==> config.mk <==
export PLATFORM = sky130hd
export DESIGN_NAME = tsr_queue
export DESIGN_NICKNAME = d
export VERILOG_FILES = /design/src/sv/tsr_pkg.sv /design/src/sv/tsr_queue.sv
export SDC_FILE = /design/constraint.sdc
export NUM_CORES = 1
export LEC_CHECK = 0
export CORE_ASPECT_RATIO = 0.75
export CORE_MARGIN = 1.5
export CORE_UTILIZATION = 54
export CTS_CLUSTER_DIAMETER = 50
export DETAILED_ROUTE_END_ITERATION = 12
export DONT_BUFFER_PORTS = 1
export HOLD_SLACK_MARGIN = 0.1
export PLACE_DENSITY_LB_ADDON = 0.3
export SLEW_MARGIN = 20
export SYNTH_ARGS = -nofsm -noshare
export SYNTH_HDL_FRONTEND = slang
export SYNTH_SLANG_ARGS = --single-unit
==> constraint.sdc <==
create_clock -name aclk -period 2.8 [get_ports aclk]
set_input_delay 0.42 -clock aclk [delete_from_list [all_inputs] [get_ports aclk]]
set_output_delay 0.42 -clock aclk [all_outputs]
set_load 0.02 [all_outputs]
==> src/sv/tsr_pkg.sv <==
// shared types, constants and codes for the transport segment reassembler
// no dependencies
`default_nettype none

package tsr_pkg;

    localparam int FRAG_SIZE_DEF   = 2048;
    localparam int MAX_SEGMENT_DEF = 250;
    localparam int MIN_SEGMENT     = 2;
    localparam int STAGE_DEPTH     = 256;
    localparam int STAGE_AW        = 8;
    localparam int COUNT_MAX       = 511;
    localparam int SEG_CNT_W       = 9;
    localparam int SEQ_W           = 6;
    localparam int POS_W           = 17;
    localparam int LEN_OUT_W       = 12;
    localparam int IDX_W           = 11;
    localparam int QUEUE_DEPTH     = 4;

    localparam logic [1:0] CMD_SEGMENT = 2'd0;
    localparam logic [1:0] CMD_RESET   = 2'd1;
    localparam logic [1:0] CMD_READ    = 2'd2;

    localparam logic [3:0] ST_TAKEN      = 4'd0;
    localparam logic [3:0] ST_APPENDED   = 4'd1;
    localparam logic [3:0] ST_DONE       = 4'd2;
    localparam logic [3:0] ST_NO_PAYLOAD = 4'd3;
    localparam logic [3:0] ST_TOO_LONG   = 4'd4;
    localparam logic [3:0] ST_FULL       = 4'd5;
    localparam logic [3:0] ST_NO_FIR     = 4'd6;
    localparam logic [3:0] ST_BAD_SEQ    = 4'd7;
    localparam logic [3:0] ST_RESET      = 4'd8;
    localparam logic [3:0] ST_READ       = 4'd9;

    localparam logic [1:0] JOB_EMIT = 2'd0;
    localparam logic [1:0] JOB_COPY = 2'd1;
    localparam logic [1:0] JOB_READ = 2'd2;

    typedef struct packed {
        logic [1:0]           kind;
        logic [3:0]           status;
        logic                 fir_discarded;
        logic [LEN_OUT_W-1:0] fragment_length;
        logic [POS_W-1:0]     copy_base;
        logic [7:0]           copy_len;
        logic [IDX_W-1:0]     read_index;
    } job_t;

    typedef struct packed {
        logic                rd_en;
        logic [STAGE_AW-1:0] rd_addr;
        logic                copy_done;
    } stage_req_t;

endpackage

`default_nettype wire

==> src/sv/tsr_queue.sv <==
// short job queue between the front end and the back end
// depends on tsr_pkg
`default_nettype none

module tsr_queue
    import tsr_pkg::*;
#(
    parameter int DEPTH = QUEUE_DEPTH
) (
    input  logic aclk,
    input  logic aresetn,
    input  logic push,
    input  job_t push_job,
    output logic full,
    input  logic pop,
    output job_t pop_job,
    output logic empty
);

    localparam int PW = $clog2(DEPTH);
    localparam int CW = $clog2(DEPTH + 1);

    job_t            entry_reg [DEPTH];
    logic [PW-1:0]   wr_ptr_reg, rd_ptr_reg;
    logic [CW-1:0]   count_reg;

    assign full    = (count_reg == CW'(DEPTH));
    assign empty   = (count_reg == '0);
    assign pop_job = entry_reg[rd_ptr_reg];

    always_ff @(posedge aclk) begin
        if (push) begin
            entry_reg[wr_ptr_reg] <= push_job;
        end
    end

    always_ff @(posedge aclk) begin
        if (!aresetn) begin
            wr_ptr_reg <= '0;
            rd_ptr_reg <= '0;
            count_reg  <= '0;
        end else begin
            if (push) begin
                wr_ptr_reg <= (wr_ptr_reg == PW'(DEPTH - 1)) ? '0 : wr_ptr_reg + 1'b1;
            end
            if (pop) begin
                rd_ptr_reg <= (rd_ptr_reg == PW'(DEPTH - 1)) ? '0 : rd_ptr_reg + 1'b1;
            end
            if (push && !pop) begin
                count_reg <= count_reg + 1'b1;
            end else if (pop && !push) begin
                count_reg <= count_reg - 1'b1;
            end
        end
    end

    a_no_underflow: assert property (@(posedge aclk) disable iff (!aresetn)
        pop |-> !empty)
        else $error("pop from empty queue");

    a_count_bound: assert property (@(posedge aclk) disable iff (!aresetn)
        count_reg <= CW'(DEPTH))
        else $error("queue count beyond depth");

    a_push_grows: assert property (@(posedge aclk) disable iff (!aresetn)
        (push && !pop) |=> count_reg == $past(count_reg) + 1'b1)
        else $error("queue count did not follow a push");

endmodule

`default_nettype wire

==> flow_metrics.env <==
export IMPL_min_period_over_period_pct=88.1
export IMPL_slowest_stage="mux4_1"
export IMPL_grt_pass1_wl_um=21700
export IMPL_grt_setup_unrepaired="no"
export IMPL_die_height_um=111
export IMPL_fin_tns_setup_ns=0
export IMPL_synth_top_family_by_area="multiplexers"
export IMPL_min_to="wr_ptr_reg[1]$_SDFFE_PN0P_"
export IMPL_io_pins=116
export IMPL_port_buffers=0
export IMPL_dieArea_um2=16400
export IMPL_crit_chain="buf_12 > mux4_1"
export IMPL_avgRoutedWirePerCell_um=21.7
export IMPL_synth_top_flop_cell="edfxtp_1"
export IMPL_yosys_cell_types_count=23
export IMPL_grt_util_met3_pct=5.61
export IMPL_cp_max_fo=24
export IMPL_grt_usage_pct=17.5
export IMPL_max_freq_mhz=405
export IMPL_antenna_cells=0
export IMPL_route_detailed_drc=0
export IMPL_clk_path_buf_depth=3
export IMPL_start_util_pct=55.4
export IMPL_crit_required_ns=2.38
export IMPL_h_tree_depth=1
export IMPL_grt_pass1_vias=3854
export IMPL_post_cts_buffers=0
export IMPL_clk_pin_slew_ns=0.06
export IMPL_synthXorXnorAreaFrac_pct=0.207
export IMPL_switching_share_pct=21.0
export IMPL_route_final_wire_length_um=13700
export IMPL_intPower_mw=6.04
export IMPL_holdBufCountCts=56
export IMPL_cts_root_buf="clkbuf_16"
export IMPL_r2r_cells=3
export IMPL_worstHoldPathType="in2reg"
export IMPL_num_vias=3535
export IMPL_use_met2_pct=28.2
export IMPL_antenna_found_initial=0
export IMPL_insertion_delay_ns=0.49
export IMPL_ant_nets=0
export IMPL_synth_net_count=397
export IMPL_worst_setup_path_start_kind="flop"
export IMPL_synthAdderAreaFrac_pct=1.12
export IMPL_yosysWarnings=0
export IMPL_mappedNetlistArea_um2=8460
export IMPL_first_pass_iters=4
export IMPL_die_w_um=148
export IMPL_finalSetupViolations=0
export IMPL_avgViaCountPerCell=5.59
export IMPL_leakagePower_nw=3.23
export IMPL_run_status="completed"
export IMPL_grtUsageMet1_pct=23.7
export IMPL_critPathArrivalTime_ns=2.05
export IMPL_yosysSeqAreaShare_pct=80.2
export IMPL_synth_edf_count=220
export IMPL_synthCells=331
export IMPL_fin_util_pct=65.7
export IMPL_std_cell_rows=39
export IMPL_switchingPower_mw=1.60
export IMPL_routabilityCongestion=0.673
export IMPL_p_per_area_nw_per_um2=761
export IMPL_vdd_drop_max_uv=495
export IMPL_grt_max_degree=32
export IMPL_rrSetupSlack_ns=1.20
export IMPL_cap_violations=0
export IMPL_synth_async_sr_flop_share_pct=0
export IMPL_largest_reg_flops=220
export IMPL_overflow=0
export IMPL_max_slew_margin_pct=49.3
export IMPL_combinationalPowerShare_pct=8.5
export IMPL_reg2reg_to="entry_reg[3][2]$_DFFE_PP_"
export IMPL_syn_area_per_cell_um2=25.6
export IMPL_min_delay_start="push"
export IMPL_area_growth_pct=18.6
export IMPL_drive_gt1_share_pct=23.9
export IMPL_crit_type="reg2out"
export IMPL_worstMarginPinSlew_ns=0.759
export IMPL_hold_path_depth=2
export IMPL_synth_compound_gate_area_share_pct=0.237
export IMPL_synthMuxAreaShare_pct=15.3
export IMPL_post_cts_resized=0
export IMPL_crit_buf_inv=1
export IMPL_drt_iter0_markers=157
export IMPL_fin_skew_ns=0.00577
export IMPL_clockPowerShare_pct=39.5
export IMPL_yosys_area_share_simple_pct=1.06
export IMPL_layout_min_cycle_time_ns=2.47
export IMPL_hpwlAfterDp_um=8130
export IMPL_cp_slowest_stage_delay_ns=0.70
export IMPL_seqPwrFrac_pct=52.1
export IMPL_cts_tree="done"
export IMPL_clock_sinks=229
export IMPL_worstSetupEndpointType="output pin"
export IMPL_final_hold_violation_count=0
export IMPL_busiest_layer="met2"
export IMPL_numCtsBuffers=22
export IMPL_coreArea_um2=15300
export IMPL_slew_viol_final=0
export IMPL_path_delay_family="multiplexers"
export IMPL_nNetsFinal=478
export IMPL_r2r_start="wr_ptr_reg[0]$_SDFFE_PN0P_"
export IMPL_ys_ff_latch=229
-- worst max-delay path by stage --
stage | start | endpoint | slack (ns) | cells past startpoint
2_1_floorplan | wr_ptr_reg[0]$_SDFFE_PN0P_ | entry_reg[3][0]$_DFFE_PP_ | 0.53 | 2
3_3_place_gp | flop | pop_job[48] | 0.79 | 2
3_5_place_dp | flop | pop_job[48] | 0.79 | 2
4_1_cts | flop | pop_job[48] | 0.27 | 2
5_1_grt | flop | pop_job[48] | 0.22 | 2
6_report | flop | pop_job[48] | 0.33 | 2
-- cell usage after synthesis, types with 2 or more instances --
cell | number | area share [%]
and2_1 | 5 | 0.37
buf_12 | 5 | 1.2
buf_2 | 5 | 0.30
dfxtp_1 | 9 | 2.1
edfxtp_1 | 220 | 78
ha_1 | 6 | 0.89
inv_1 | 4 | 0.18
mux2i_1 | 4 | 0.47
mux4_1 | 5 | 1.6
mux4_2 | 50 | 13
nor2b_1 | 5 | 0.37
nor3_1 | 2 | 0.12
-- cells in the final DEF, fill, tap and decap left out --
master,count
buf_12,3
dlygate4sd3_1,56
bufinv_16,4
clkinvlp_4,1
dfxtp_4,1
buf_4,10
dfxtp_2,1
mux4_2,50
nor2_1,1
clkinv_1,4
nor3_1,2
mux2i_1,4
fa_1,1
clkinv_2,5
xor2_1,1
clkbuf_16,23
nor2b_1,5
nor3b_1,1
o21ai_0,1
or3_1,1
and2_2,4
and2_1,1
dfxtp_1,7
ha_1,6
edfxtp_1,220
o21a_1,1
mux4_1,5
clkbuf_1,2
xnor2_1,1
a21boi_0,1
inv_1,4
-- power by group through the flow --
stage	clock [mW]	combinational, mW	sequential (mW)
CTS	3.08	0.663	3.98
global placement	0	0.559	4.04
global route	3.20	0.694	3.99
finish	3.02	0.646	3.98
detailed placement	0	0.566	4.06
floorplan	0	0.489	4.03
-- area by class of cell --
| type | count | area [um2] |
|---|---|---|
| inverters | 4 | 15.0 |
| multi-input cells | 86 | 1530 |
| well taps | 205 | 256 |
| flip-flops and latches | 229 | 6790 |
| clock buffers | 25 | 583 |
| clock inverters | 14 | 168 |
| fillers | 954 | 5240 |
| repair buffers | 69 | 696 |
-- logic make-up (layout without fill, tap and decap cells) --
group,Yosys count,after routing
AOI/OAI and AO/OA,3,3
xor gates and xnor gates,2,2
adders and majority gates,7,7
buffers and inverters,16,112
DFF,229,229
muxes,59,59
and+or+nand+nor,15,15
-- metrics by stage --
stage               power (mW)  cells  instance area (um2)  hold slack (ns)  setup WS, ns
finish                    7.64    632                10000            0.125         0.333
global route              7.89    632                10000            0.133         0.222
CTS                       7.73    632                10000            0.111         0.266
detailed placement        4.62    537                 8720            0.519         0.787
global placement          4.60    537                 8720            0.486         0.787
floorplan                 4.52    331                 8460            0.472         0.528
-- layer usage --
layer,vias up,routed length [um]
met4,0,265
met2,102,6710
met5,-,0
li1,1571,-
met1,1838,5590
met3,24,1120
No activity file was read; power rests on OpenSTA's default activity.
