`src/sv/tsr_pkg.sv`:
```
// shared types, constants and codes for the transport segment reassembler
// no dependencies
`default_nettype none

package tsr_pkg;

    localparam int FRAG_SIZE_DEF   = 2048;
    localparam int MAX_SEGMENT_DEF = 250;
    localparam int MIN_SEGMENT     = 2;
    localparam int STAGE_DEPTH     = 256;
    localparam int STAGE_AW        = 8;
    localparam int COUNT_MAX       = 511;
    localparam int SEG_CNT_W       = 9;
    localparam int SEQ_W           = 6;
    localparam int POS_W           = 17;
    localparam int LEN_OUT_W       = 12;
    localparam int IDX_W           = 11;
    localparam int QUEUE_DEPTH     = 4;

    localparam logic [1:0] CMD_SEGMENT = 2'd0;
    localparam logic [1:0] CMD_RESET   = 2'd1;
    localparam logic [1:0] CMD_READ    = 2'd2;

    localparam logic [3:0] ST_TAKEN      = 4'd0;
    localparam logic [3:0] ST_APPENDED   = 4'd1;
    localparam logic [3:0] ST_DONE       = 4'd2;
    localparam logic [3:0] ST_NO_PAYLOAD = 4'd3;
    localparam logic [3:0] ST_TOO_LONG   = 4'd4;
    localparam logic [3:0] ST_FULL       = 4'd5;
    localparam logic [3:0] ST_NO_FIR     = 4'd6;
    localparam logic [3:0] ST_BAD_SEQ    = 4'd7;
    localparam logic [3:0] ST_RESET      = 4'd8;
    localparam logic [3:0] ST_READ       = 4'd9;

    localparam logic [1:0] JOB_EMIT = 2'd0;
    localparam logic [1:0] JOB_COPY = 2'd1;
    localparam logic [1:0] JOB_READ = 2'd2;

    typedef struct packed {
        logic [1:0]           kind;
        logic [3:0]           status;
        logic                 fir_discarded;
        logic [LEN_OUT_W-1:0] fragment_length;
        logic [POS_W-1:0]     copy_base;
        logic [7:0]           copy_len;
        logic [IDX_W-1:0]     read_index;
    } job_t;

    typedef struct packed {
        logic                rd_en;
        logic [STAGE_AW-1:0] rd_addr;
        logic                copy_done;
    } stage_req_t;

endpackage

`default_nettype wire

```
`src/sv/tsr_front.sv`:
```
// front end: takes segment bytes, keeps the staging store and judges segments
// depends on tsr_pkg
`default_nettype none

module tsr_front
    import tsr_pkg::*;
#(
    parameter int FRAG_SIZE   = FRAG_SIZE_DEF,
    parameter int MAX_SEGMENT = MAX_SEGMENT_DEF
) (
    input  logic        aclk,
    input  logic        aresetn,
    input  logic        s_tvalid,
    output logic        s_tready,
    input  logic [23:0] s_tdata,
    input  logic        s_tlast,
    input  logic [2:0]  s_tuser,
    output logic        push_valid,
    output job_t        push_job,
    input  logic        queue_full,
    input  stage_req_t  stage_req,
    output logic [7:0]  stage_rd_data
);

    localparam int CNT_W = $clog2(FRAG_SIZE + 1);

    logic [CNT_W-1:0]     asm_reg, asm_next;
    logic [SEQ_W-1:0]     exp_reg, exp_next;
    logic [7:0]           hdr_reg, hdr_next;
    logic [SEG_CNT_W-1:0] seg_cnt_reg, seg_cnt_next;
    logic                 copy_busy_reg, copy_busy_next;

    logic [7:0] stage_mem [STAGE_DEPTH];

    logic [1:0]           cmd;
    logic                 accept;
    logic                 stage_we;
    logic [STAGE_AW-1:0]  stage_wa;
    logic [7:0]           hdr_cur;
    logic [SEG_CNT_W-1:0] cnt_cur;
    logic                 seg_open;
    logic [CNT_W-1:0]     asm_eff;
    logic [SEQ_W-1:0]     exp_eff;
    logic [7:0]           payload;
    logic [CNT_W:0]       fit_sum;
    logic [SEG_CNT_W-1:0] cnt_dec;

    assign cmd      = s_tuser[1:0];
    assign s_tready = !queue_full && !copy_busy_reg;
    assign accept   = s_tvalid && s_tready;
    assign cnt_dec  = seg_cnt_reg - 1'b1;
    assign stage_wa = cnt_dec[STAGE_AW-1:0];

    always_comb begin
        asm_next       = asm_reg;
        exp_next       = exp_reg;
        hdr_next       = hdr_reg;
        seg_cnt_next   = seg_cnt_reg;
        copy_busy_next = copy_busy_reg && !stage_req.copy_done;
        push_job       = '0;
        push_job.kind  = JOB_EMIT;
        stage_we       = 1'b0;
        hdr_cur        = hdr_reg;
        cnt_cur        = seg_cnt_reg;
        seg_open       = 1'b1;
        asm_eff        = asm_reg;
        exp_eff        = exp_reg;
        payload        = '0;
        fit_sum        = '0;
        if (accept) begin
            case (cmd)
                CMD_RESET: begin
                    asm_next        = '0;
                    exp_next        = '0;
                    seg_cnt_next    = '0;
                    push_job.status = ST_RESET;
                end
                CMD_READ: begin
                    push_job.kind       = JOB_READ;
                    push_job.status     = ST_READ;
                    push_job.read_index = s_tdata[18:8];
                end
                CMD_SEGMENT: begin
                    if (s_tuser[2]) begin
                        hdr_cur = s_tdata[7:0];
                        cnt_cur = SEG_CNT_W'(1);
                    end else if (seg_cnt_reg == '0) begin
                        seg_open = 1'b0;
                    end else begin
                        stage_we = (seg_cnt_reg <= SEG_CNT_W'(STAGE_DEPTH));
                        if (seg_cnt_reg < SEG_CNT_W'(COUNT_MAX)) begin
                            cnt_cur = seg_cnt_reg + 1'b1;
                        end
                    end
                    hdr_next     = hdr_cur;
                    seg_cnt_next = cnt_cur;
                    if (seg_open && s_tlast) begin
                        seg_cnt_next = '0;
                        payload      = 8'(cnt_cur - 1'b1);
                        if (cnt_cur < SEG_CNT_W'(MIN_SEGMENT)) begin
                            push_job.status = ST_NO_PAYLOAD;
                        end else if (cnt_cur > SEG_CNT_W'(MAX_SEGMENT)) begin
                            push_job.status = ST_TOO_LONG;
                        end else if (!hdr_cur[6] && asm_reg == '0) begin
                            push_job.status = ST_NO_FIR;
                        end else begin
                            if (hdr_cur[6]) begin
                                exp_eff = hdr_cur[5:0];
                                asm_eff = '0;
                                push_job.fir_discarded = (asm_reg != '0);
                            end
                            exp_next = exp_eff;
                            asm_next = asm_eff;
                            fit_sum  = {1'b0, asm_eff} + (CNT_W + 1)'(payload);
                            if (hdr_cur[5:0] != exp_eff) begin
                                push_job.status = ST_BAD_SEQ;
                            end else if (fit_sum > (CNT_W + 1)'(FRAG_SIZE)) begin
                                asm_next        = '0;
                                push_job.status = ST_FULL;
                            end else begin
                                push_job.kind      = JOB_COPY;
                                push_job.copy_base = POS_W'(asm_eff);
                                push_job.copy_len  = payload;
                                copy_busy_next     = 1'b1;
                                exp_next           = exp_eff + 1'b1;
                                asm_next           = fit_sum[CNT_W-1:0];
                                push_job.status    = ST_APPENDED;
                                if (hdr_cur[7]) begin
                                    push_job.status          = ST_DONE;
                                    push_job.fragment_length = LEN_OUT_W'(fit_sum[CNT_W-1:0]);
                                    asm_next                 = '0;
                                end
                            end
                        end
                    end
                end
                default: begin
                    push_job.status = ST_TAKEN;
                end
            endcase
        end
    end

    assign push_valid = accept;

    always_ff @(posedge aclk) begin
        if (!aresetn) begin
            asm_reg       <= '0;
            exp_reg       <= '0;
            hdr_reg       <= '0;
            seg_cnt_reg   <= '0;
            copy_busy_reg <= 1'b0;
        end else begin
            asm_reg       <= asm_next;
            exp_reg       <= exp_next;
            hdr_reg       <= hdr_next;
            seg_cnt_reg   <= seg_cnt_next;
            copy_busy_reg <= copy_busy_next;
        end
    end

    always_ff @(posedge aclk) begin
        if (stage_we) begin
            stage_mem[stage_wa] <= s_tdata[7:0];
        end
        if (stage_req.rd_en) begin
            stage_rd_data <= stage_mem[stage_req.rd_addr];
        end
    end

    a_asm_bound: assert property (@(posedge aclk) disable iff (!aresetn)
        asm_reg <= CNT_W'(FRAG_SIZE))
        else $error("assembled count beyond fragment size");

    a_push_room: assert property (@(posedge aclk) disable iff (!aresetn)
        push_valid |-> !queue_full)
        else $error("request pushed into a full queue");

    a_done_busy: assert property (@(posedge aclk) disable iff (!aresetn)
        stage_req.copy_done |-> copy_busy_reg)
        else $error("copy done with no copy outstanding");

endmodule

`default_nettype wire

```
`config.mk`:
```
export PLATFORM = sky130hd
export DESIGN_NAME = tsr_front
export DESIGN_NICKNAME = d
export VERILOG_FILES = /design/src/sv/tsr_pkg.sv /design/src/sv/tsr_front.sv
export SDC_FILE = /design/constraint.sdc
export NUM_CORES = 2
export LEC_CHECK = 0
export BUFFER_PORTS_ARGS = -buffer_cell sky130_fd_sc_hd__buf_2
export CORE_ASPECT_RATIO = 0.9
export CORE_UTILIZATION = 40
export CTS_BUF_LIST = sky130_fd_sc_hd__clkbuf_16
export CTS_CLUSTER_DIAMETER = 80
export CTS_CLUSTER_SIZE = 20
export DETAILED_ROUTE_END_ITERATION = 6
export PLACE_DENSITY = 0.61
export SLEW_MARGIN = 20
export SYNTH_ARGS = -nofsm -noshare
export SYNTH_HDL_FRONTEND = slang
export SYNTH_SLANG_ARGS = --single-unit
```
`constraint.sdc`:
```
create_clock -name aclk -period 9 [get_ports aclk]
set_input_delay 1.8 -clock aclk [delete_from_list [all_inputs] [get_ports aclk]]
set_output_delay 1.8 -clock aclk [all_outputs]
set_load 0.1 [all_outputs]
```
==> flow_metrics.tcl <==
set metrics [dict create \
    status "completed" \
    power_frac_comb_pct 5.9 \
    async_reset_ff_share_pct 0 \
    crit_path_start_kind "flip-flop" \
    r2r_cells 22 \
    grt_antenna_before_repair 12 \
    leakage_uw 0.0270 \
    r2r_slack_ns 3.06 \
    crit_end "push_job[45]" \
    drive_above_1_share_pct 26.2 \
    reg2reg_to "asm_reg[0]" \
    cp_num_cells 23 \
    slew_headroom_pct 22.3 \
    seq_area_frac_synth_pct 75.6 \
    worst_hold_path_type "flip-flop to flip-flop" \
    internal_power_uw 13500 \
    track_usage_pct 18.5 \
    vias 37600 \
    grt_pass1_wl_um 276000 \
    p_sw_uw 3670 \
    ys_top_cells_by_area "edfxtp_1, mux4_2, nor2_1" \
    cp-startpoint "seg_cnt_reg[3]" \
    yosys_warnings 0 \
    mostFrequentLayoutCells "edfxtp_1, mux4_2, nor2_1, clkbuf_16, nand2_1" \
    fin_crit_sh_pct 94.5 \
    p_seq_share_pct 62.4 \
    first_iter_violations 4506 \
    slowest_delay_ns 0.46 \
    drv_slew 0 \
    routedWlPerCell_um 29.6 \
    nets 3829 \
    die_y_um 433 \
    crit_type "flip-flop to output port" \
    drc 0 \
    clock_latency_ns 0.78 \
    syn_inst 3695 \
    h-tree-depth 3 \
    slowest_stage "dfxtp_1" \
    fin_skew_ns 0.0399 \
    synth_area_per_cell_sq_um 22.4 \
    routed_wl_um 192000 \
    sw_frac_of_total_pct 21.4 \
    tightestPinTransition_ns 1.17 \
    synth_area_leader_cell "edfxtp_1" \
    ioPinCount 107 \
    post-route-util_pct 44.1 \
    numPortBuffers 96 \
    irDropWorstVdd_mv 0.154 \
    fmax_mhz 118 \
    fin_crit_ns 8.50 \
    coreArea_sq_um 204000 \
    first_global_vias 37700 \
    synth-main-ff-cell "edfxtp_1" \
    path_cells "nor2_1 > nand2_1 > nor4b_1 > ha_2 > mux2i_1 > or2_2 > inv_1 > ha_1 > nand2b_1 > or3_1 > nand2_1 > ha_1 > and3_1 > a221oi_4 > xnor2_1 > nor4_1 > nand4_1 > o32ai_4 > nand4_1 > buf_4 > nand2b_1 > nor2b_1 > buf_12" \
    power_density_nw_per_um2 190 \
    cts_tree "done" \
    gp_congestion 0.825 \
    drt_pass1_iterations 7 \
    clockBufferDepth 3 \
    setup_viol 0 \
    area_delta_synth_final_pct 9.03 \
    grt-ovfl-total 0 \
    die_area_sq_um 208000 \
    cts.root.buffer_cell "clkbuf_16" \
    synth_seq_cells 2092 \
    rsz0062_at_grt "no" \
    synth_edf_count 2056 \
    hold_viol 0 \
    path_delay_family "simple AND/OR/NAND/NOR gates" \
    dp.final_hpwl_um 114000 \
    synth_top_area_share_pct 74.7 \
    path_max_fanout 13 \
    path_buf_inv 3 \
    start_util_pct 40.4 \
    timing.rr.start "seg_cnt_reg[3]" \
    holdCritStartpoint "hdr_reg[3]" \
    num_rows 157 \
    clk_pin_slew_ns 0.08 \
    cp.required_ns 7.20 \
    holdPathStages 2 \
    maxCapViolCount 0 \
    cts_inserted_buffers 117 \
    final_common_cell "edfxtp_1" \
    die_w_um 481 \
    fin_setup_tns_ns 0 \
    netlist_area_sq_um 82600 \
    critical_path_arrival_ns 6.70 \
    largest_reg_flops 2048 \
    grt_max_degree 191 \
    avgViaCountPerCell 5.79 \
    endpoint_kind "output port" \
    clock-sinks 2092 \
    p_clk_share_pct 31.7 \
    antenna_left 0 \
    ys_types 70 \
]
==> per-stage QoR <==
step	total power (uW)	cells	setup WS [ns]	hold slack, ns	instance area (sq um)
final	17100	6496	0.495	0.464	90100
after global routing	17600	6493	0.0344	0.482	90100
after CTS	17300	6490	0.0792	0.467	90000
after detailed placement	12000	6345	0.522	0.456	86800
after global placement	11900	6345	0.518	0.451	86800
after floorplan	11500	3699	0.114	0.443	82600
==> power by group through the flow <==
stage | Combinational (uW) | Sequential [uW] | Clock [uW]
2_1_floorplan | 555 | 10900 | 0
3_5_place_dp | 1040 | 10900 | 0
3_3_place_gp | 1020 | 10900 | 0
5_1_grt | 1070 | 10700 | 5830
4_1_cts | 1040 | 10700 | 5540
6_report | 1020 | 10700 | 5440
==> worst min-delay path, cell delays in order (launching register included) <==
cell      delay (ns)
dfxtp_1         0.31
nand2_1         0.04
a21boi_0        0.06
==> what timing repair did <==
item                       4_1_cts  5_1_grt
setup endpoints to repair       32       36
pin swaps                        1        1
resized for setup                1        4
hold buffers                     0        0
setup buffers                    1        1
==> worst min-delay path by stage <==
stage	endpoint	slack [ns]
after detailed placement	hdr_reg[3]	0.46
after global placement	hdr_reg[3]	0.45
after global routing	hdr_reg[5]	0.48
final	hdr_reg[3]	0.46
after floorplan	hdr_reg[3]	0.44
after CTS	hdr_reg[3]	0.47
==> cell usage after synthesis (3+ instances only) <==
master / count
edfxtp_1: 2056
mux4_2: 680
nor2_1: 290
clkbuf_1: 121
nand2_1: 78
buf_2: 58
dfxtp_1: 36
and2_1: 28
and3_1: 24
buf_1: 24
ha_1: 23
nor2b_1: 22
inv_1: 20
nand3_1: 19
o21ai_0: 18
xnor2_1: 16
a21oi_1: 15
mux2i_1: 14
xor2_1: 13
a22o_1: 9
buf_4: 9
a21boi_0: 8
a22oi_1: 8
nand2b_1: 7
nor3_1: 7
a21o_1: 6
nand4_1: 6
or3_1: 6
a211oi_1: 5
and4_1: 5
nor3b_1: 5
nor4_1: 5
a31oi_1: 4
mux2_2: 4
a221oi_1: 3
==> final cells by class <==
type                            instances  area (sq um)
Timing Repair Buffer                  158          1750
Sequential cell                      2092         62500
Tap cell                             2703          3380
Fill cell                           17100        114000
Multi-Input combinational cell       1373         19200
Clock buffer                          121          3030
Antenna cell                            5          12.5
Inverter                               21          78.8
Clock inverter                         23           166
==> logic make-up after synthesis <==
group | after synthesis | share of synthesized area (%)
flops | 2092 | 75.6
mux | 698 | 18.8
simple gates | 512 | 2.77
buf+inv | 234 | 1.20
compound gates | 105 | 0.971
xor+xnor | 29 | 0.307
fa+ha+maj | 24 | 0.373
other cells | 1 | 0.00454
==> per-layer routing <==
metal / vias to the layer above / track usage (%) / share of wire [%]
met1: 20500 / 27.6 / 44
li1: 15600 / - / -
met5: - / 0 / 0.0068
met2: 1360 / 28.7 / 47
met4: 2 / 3.42 / 1.7
met3: 182 / 3.28 / 7.1
No activity file was read; power rests on OpenSTA's default activity.
